`config.mk`:
```
export PLATFORM = sky130hd
export DESIGN_NAME = pis_ram
export DESIGN_NICKNAME = d
export VERILOG_FILES = /design/src/rtl/pis_ram.sv
export SDC_FILE = /design/constraint.sdc
export NUM_CORES = 2
export LEC_CHECK = 0
export CORE_MARGIN = 2
export CORE_UTILIZATION = 35
export CTS_BUF_LIST = sky130_fd_sc_hd__clkbuf_8 sky130_fd_sc_hd__clkbuf_16
export DETAILED_ROUTE_END_ITERATION = 16
export DONT_BUFFER_PORTS = 1
export HOLD_SLACK_MARGIN = 0.08
export PLACE_DENSITY_LB_ADDON = 0.25
export SKIP_LAST_GASP = 1
export SLEW_MARGIN = 20
export SYNTH_ARGS = -nofsm -noshare
export SYNTH_HDL_FRONTEND = slang
export SYNTH_SLANG_ARGS = --single-unit
```
`constraint.sdc`:
```
create_clock -name clock -period 2.2 [get_ports clock]
set_input_delay 0 -clock clock [delete_from_list [all_inputs] [get_ports clock]]
set_output_delay 0 -clock clock [all_outputs]
set_load 0.01 [all_outputs]
```
`src/rtl/pis_ram.sv`:
```
// Generic single-write, single-read RAM with registered read data.
// No dependencies.
module pis_ram #(
   parameter int WIDTH = 8,
   parameter int DEPTH = 256
) (
   input  logic                     clock,
   input  logic                     wr_en,
   input  logic [$clog2(DEPTH)-1:0] wr_addr,
   input  logic [WIDTH-1:0]         wr_data,
   input  logic [$clog2(DEPTH)-1:0] rd_addr,
   output logic [WIDTH-1:0]         rd_data
);
   logic [WIDTH-1:0] mem_ff [DEPTH];
   logic [WIDTH-1:0] rd_data_ff;

   always_ff @(posedge clock) begin
      if (wr_en) begin
         mem_ff[wr_addr] <= wr_data;
      end
      rd_data_ff <= mem_ff[rd_addr];
   end

   assign rd_data = rd_data_ff;
endmodule
```
### Yosys cells after proc, flatten, opt, wreduce, memory -nomap -nowiden

Memories as Yosys holds them, arrays and structs flattened. A register that Yosys moved wholly into a read port is not among the register bits.
Cells that the tools add are included.

| word-level totals | value |
|---|---|
| bits in registers | 0 |
| memory bits (writable) | 2048 |
| input port bits | 26 |
| output and inout bits | 8 |
| logic and storage cells | 3 |
| memories kept | 1 |

| cells by class | value |
|---|---|
| mux-type cells | 2 |

Memory list:

| memory | depth | width | read ports | clocked after Yosys merged registers in | wr ports | line | RTL |
|---|---|---|---|---|---|---|---|
| mem_ff | 256 | 8 | 1 | 1 | 1 | 14 | `logic [WIDTH-1:0] mem_ff [DEPTH];` |

Operator list:

| operator | count |
|---|---|
| $mux 1 | 2 |

### Longest topological paths before layout

| logic depth | value |
|---|---|
| depth in word-level cells | 2 |
| depth in mapped cells | 11 |
| depth with buffers taken out | 6 |

### Worst setup path after synthesis

OpenSTA, ideal clock, no wires.

| path | value |
|---|---|
| path kind | input to register |
| start | input port rd_addr[0] |
| end | register rd_data_ff[2], in the netlist rd_data[2] (read register of mem_ff) |
| setup time | 131 ps |
| arrival time | 1807 ps |
| data required time | 2069 ps |
| slack | 262 ps |
| stages on the path | 9 |
| buffers on the path | 4 |
| path through | buf_6 -> buf_12 -> buf_8 -> buf_2 -> mux4_2 -> a22oi_1 -> a21oi_1 -> nor4_1 -> nor4_2 |

RTL lines:

| item | line | RTL |
|---|---|---|
| start: declaration | 11 | `input logic [$clog2(DEPTH)-1:0] rd_addr,` |
| end: declaration | 15 | `logic [WIDTH-1:0] rd_data_ff;` |

==> flow_summary.yaml <==
status:
  violations: "hold timing, slew limit, setup timing"
  run_status: "finished, violations left"
grt:
  met2_resource_use_gr: 0.292
  busiest_layer: "met2"
  overflow_left_after_global_routing: 0
  grt_max_degree: 579
  antenna_found_initial: 15
  met3_usage: 0.0318
  grt_use_met1: 0.253
  first_pass_grt_wire_length_um: 300000
  gr-usage-all-layers: 0.181
  grt_pass1_vias: 40300
timing:
  finalCritPeriodShare: 1.06
  postLayoutSetupSlackWorst_ps: -121
  slew_violations: 122
  clock.fmax_ghz: 0.431
  tightestPinTransition_ps: 1670
  number_of_endpoints_failing_setup_at_the_final_stage: 6
  rsz0062_at_grt: "true"
  maxSlewHeadroom: -0.111
  clock-skew-final_ps: 30.6
  hold_viol_final: 1777
  finalWorstPathRequiredPeriod_ps: 2320
  fin_worst_hold_slack_ps: -717
floorplanning:
  chipWidth_um: 481
  initial_core_utilization: 0.351
  top_level_ports: 34
  die_area_mm2: 0.231
  die_h_um: 481
  core-area_mm2: 0.227
  placement_rows: 175
synthesis:
  synth_cell_types: 55
  synth.avg_cell_area_um2: 21.3
  synth_nets: 3759
  ys_async_sr_fraction: 0
  post_synthesis_cell_area_mm2: 0.0796
  synth-seq-cells: 2056
  yosys_warnings: 0
  synth_ff_type: "edfxtp_1"
  synth_enable_flop_cells: 2048
  synth.yosys.seq_area_share: 0.775
  synthesis.instances: 3733
clocking:
  cts_htree_levels: 4
  tritoncts: "done"
  register_clock_pin_slew_on_the_reported_worst_setup_and_hold_paths_ps: 60
  ctsLongestPathBuffers: 3
  tritoncts.num_buffers: 209
  worst_skew_late_latency_ps: 850
  clk_root_buffer_cell: "clkbuf_16"
  clock_sinks: 2056
  post-cts-setup-buffer-count: 0
final_layout:
  final_common_cell: "edfxtp_1"
  final-seq-area_mm2: 0.0617
  fin_nets: 4250
  final_cell_mix: "2048 x edfxtp_1, 454 x mux4_2, 454 x buf_4, 278 x nor2_1, 221 x clkbuf_16"
  total_area_of_multi_input_combinational_cells_mm2: 0.0169
  final_layout_size_suffix_gt1_frac: 0.298
  postLayoutCoreUtil: 0.413
  fillCellCount: 19900
  final_cells: 7405
  area_growth_syn_to_layout_pct: 17.6
placed_design:
  buffer_ports.inserted: 0
  post-dp-hpwl_um: 114000
  place_congestion: 0.788
  dp.cells: 6981
worst_setup_path:
  crit_path_end_kind: "flip-flop"
  crit_required_ps: 2920
  critical_path.cell_chain: "mux4_2 -> mux4_2 -> nor2b_4 -> nor4_4 -> buf_4 -> nor4_2"
  critPathLaunchType: "flip-flop"
  critPathMaxFanout: 1
  critical_setup_path_kind: "reg -> reg"
  crit_arrival_ps: 3050
  cpMaxStageDelayCell: "mux4_2"
  worst_path_largest_cell_delay_ps: 550
  critPathMostFrequentCell: "mux4_2"
routing:
  postRouteAntennaNets: 0
  num_vias: 39900
  detail_route.first_pass.iterations: 6
  route.detailed.vias_per_inst: 5.39
  drc_errors: 0
  first_iter_violations: 4607
  wl_per_cell_um: 29.2
  routed_wl_um: 216000
power:
  leakagePower_nw: 29.7
  power.density_mw_per_mm2: 874
  ir_worst_vdd_mv: 0.642
run:
  max_cap_violations: 0
hold_path:
  worstHoldPathType: "in -> reg"
repair_timing:
action,CTS,global route
endpoints found under the hold margin,4104,2054
hold buffers,23,1
gates resized for setup,44,22
pin swaps,9,9
setup endpoints to repair,8,63
gates cloned,0,9
path summary, 6_finish.rpt:
path | to | slack, ps | startpoint | depth (start not counted)
setup / recovery | rd_data[4] | -120 | mem_ff[67][4] | 6
hold / removal | mem_ff[87][7] | -720 | wr_data[7] | 0
setup reg to reg | rd_data[4] | -120 | mem_ff[67][4] | 6
hold reg to reg | rd_data[6] | 1100 | mem_ff[20][6] | 7
Yosys cell counts, types with 5 or more instances:
cell type | number | area (µm²)
edfxtp_1 | 2048 | 61500
mux4_2 | 454 | 10200
nor2_1 | 282 | 1060
mux2i_1 | 134 | 1340
a22oi_1 | 133 | 998
clkbuf_1 | 111 | 417
a21oi_1 | 96 | 480
o221ai_1 | 46 | 403
nand3_1 | 34 | 170
nand2_1 | 33 | 124
buf_2 | 31 | 155
nor2b_1 | 31 | 194
o22ai_1 | 28 | 175
buf_4 | 27 | 203
nor4_1 | 24 | 150
buf_1 | 22 | 82.6
nor3_1 | 22 | 110
buf_6 | 21 | 236
a211oi_1 | 16 | 120
a221oi_1 | 13 | 114
buf_8 | 13 | 195
nand4_1 | 10 | 62.6
o211ai_1 | 10 | 75.1
o21ai_0 | 10 | 50.1
a22o_1 | 8 | 70.1
buf_12 | 8 | 160
dfxtp_1 | 8 | 160
nand2b_1 | 8 | 50.1
and2_1 | 6 | 37.5
o22a_1 | 5 | 43.8
sequential cells by signal, indices dropped and copies added, names as in the netlist:
name,cells
mem_ff,2048
rd_data,8
report_power, final:
| group | internal, mW | leakage (nW) | total (mW) | switching, mW |
|---|---|---|---|---|
| Clock | 19.8 | 3.47 | 35.0 | 15.1 |
| Sequential | 43.2 | 18.5 | 43.3 | 0.115 |
| Combinational | 1.55 | 7.78 | 3.52 | 1.97 |
critical path, delay by kind of cell (launching register included):
kind          cells  cell delay (ps)
mux               2             1080
simple gates      3              570
flops             1              350
buf+inv           1              190
metrics by stage:
stage	power [mW]	worst slack, ps	hold WS, ps	cell area (µm²)	TNS (ps)
finish	81.8	-121	-717	93600	-552
global route	84.1	-152	-767	93600	-821
CTS	81.8	-115	-770	93000	-1350
detailed placement	46.8	-826	128	85700	-4500
global placement	46.8	-1050	126	85700	-5880
floorplan	46.2	262	98.9	79600	0
routing by layer:
metal / part of all wire / wire length (µm) / vias to the layer above
met1: 0.43 / 92200 / 21500
met4: 0.023 / 4990 / 0
met3: 0.068 / 14700 / 292
met2: 0.48 / 104000 / 1423
li1: - / - / 16700
met5: 0 / 0 / -
logic make-up (layout without fill, tap and decap cells):
logic type             after synthesis  in the layout  synth area share
buffers and inverters              235            895            0.0183
AND/OR/NAND/NOR                    466            466            0.0263
multiplexers                       591            591             0.146
AO/OA/AOI/OAI                      385            385            0.0342
other                                0              3                 0
flip-flops                        2056           2056             0.775
layout make-up:
| cell class | count | share of cell area |
|---|---|---|
| Clock buffer | 212 | 0.0567 |
| Timing Repair Buffer | 513 | 0.0479 |
| Tap cell | 3009 | 0.0402 |
| Inverter | 2 | 0.0000802 |
| Clock inverter | 168 | 0.0152 |
| Multi-Input combinational cell | 1442 | 0.181 |
| Antenna cell | 3 | 0.0000802 |
| Sequential cell | 2056 | 0.659 |
No activity file was read; power rests on OpenSTA's default activity.
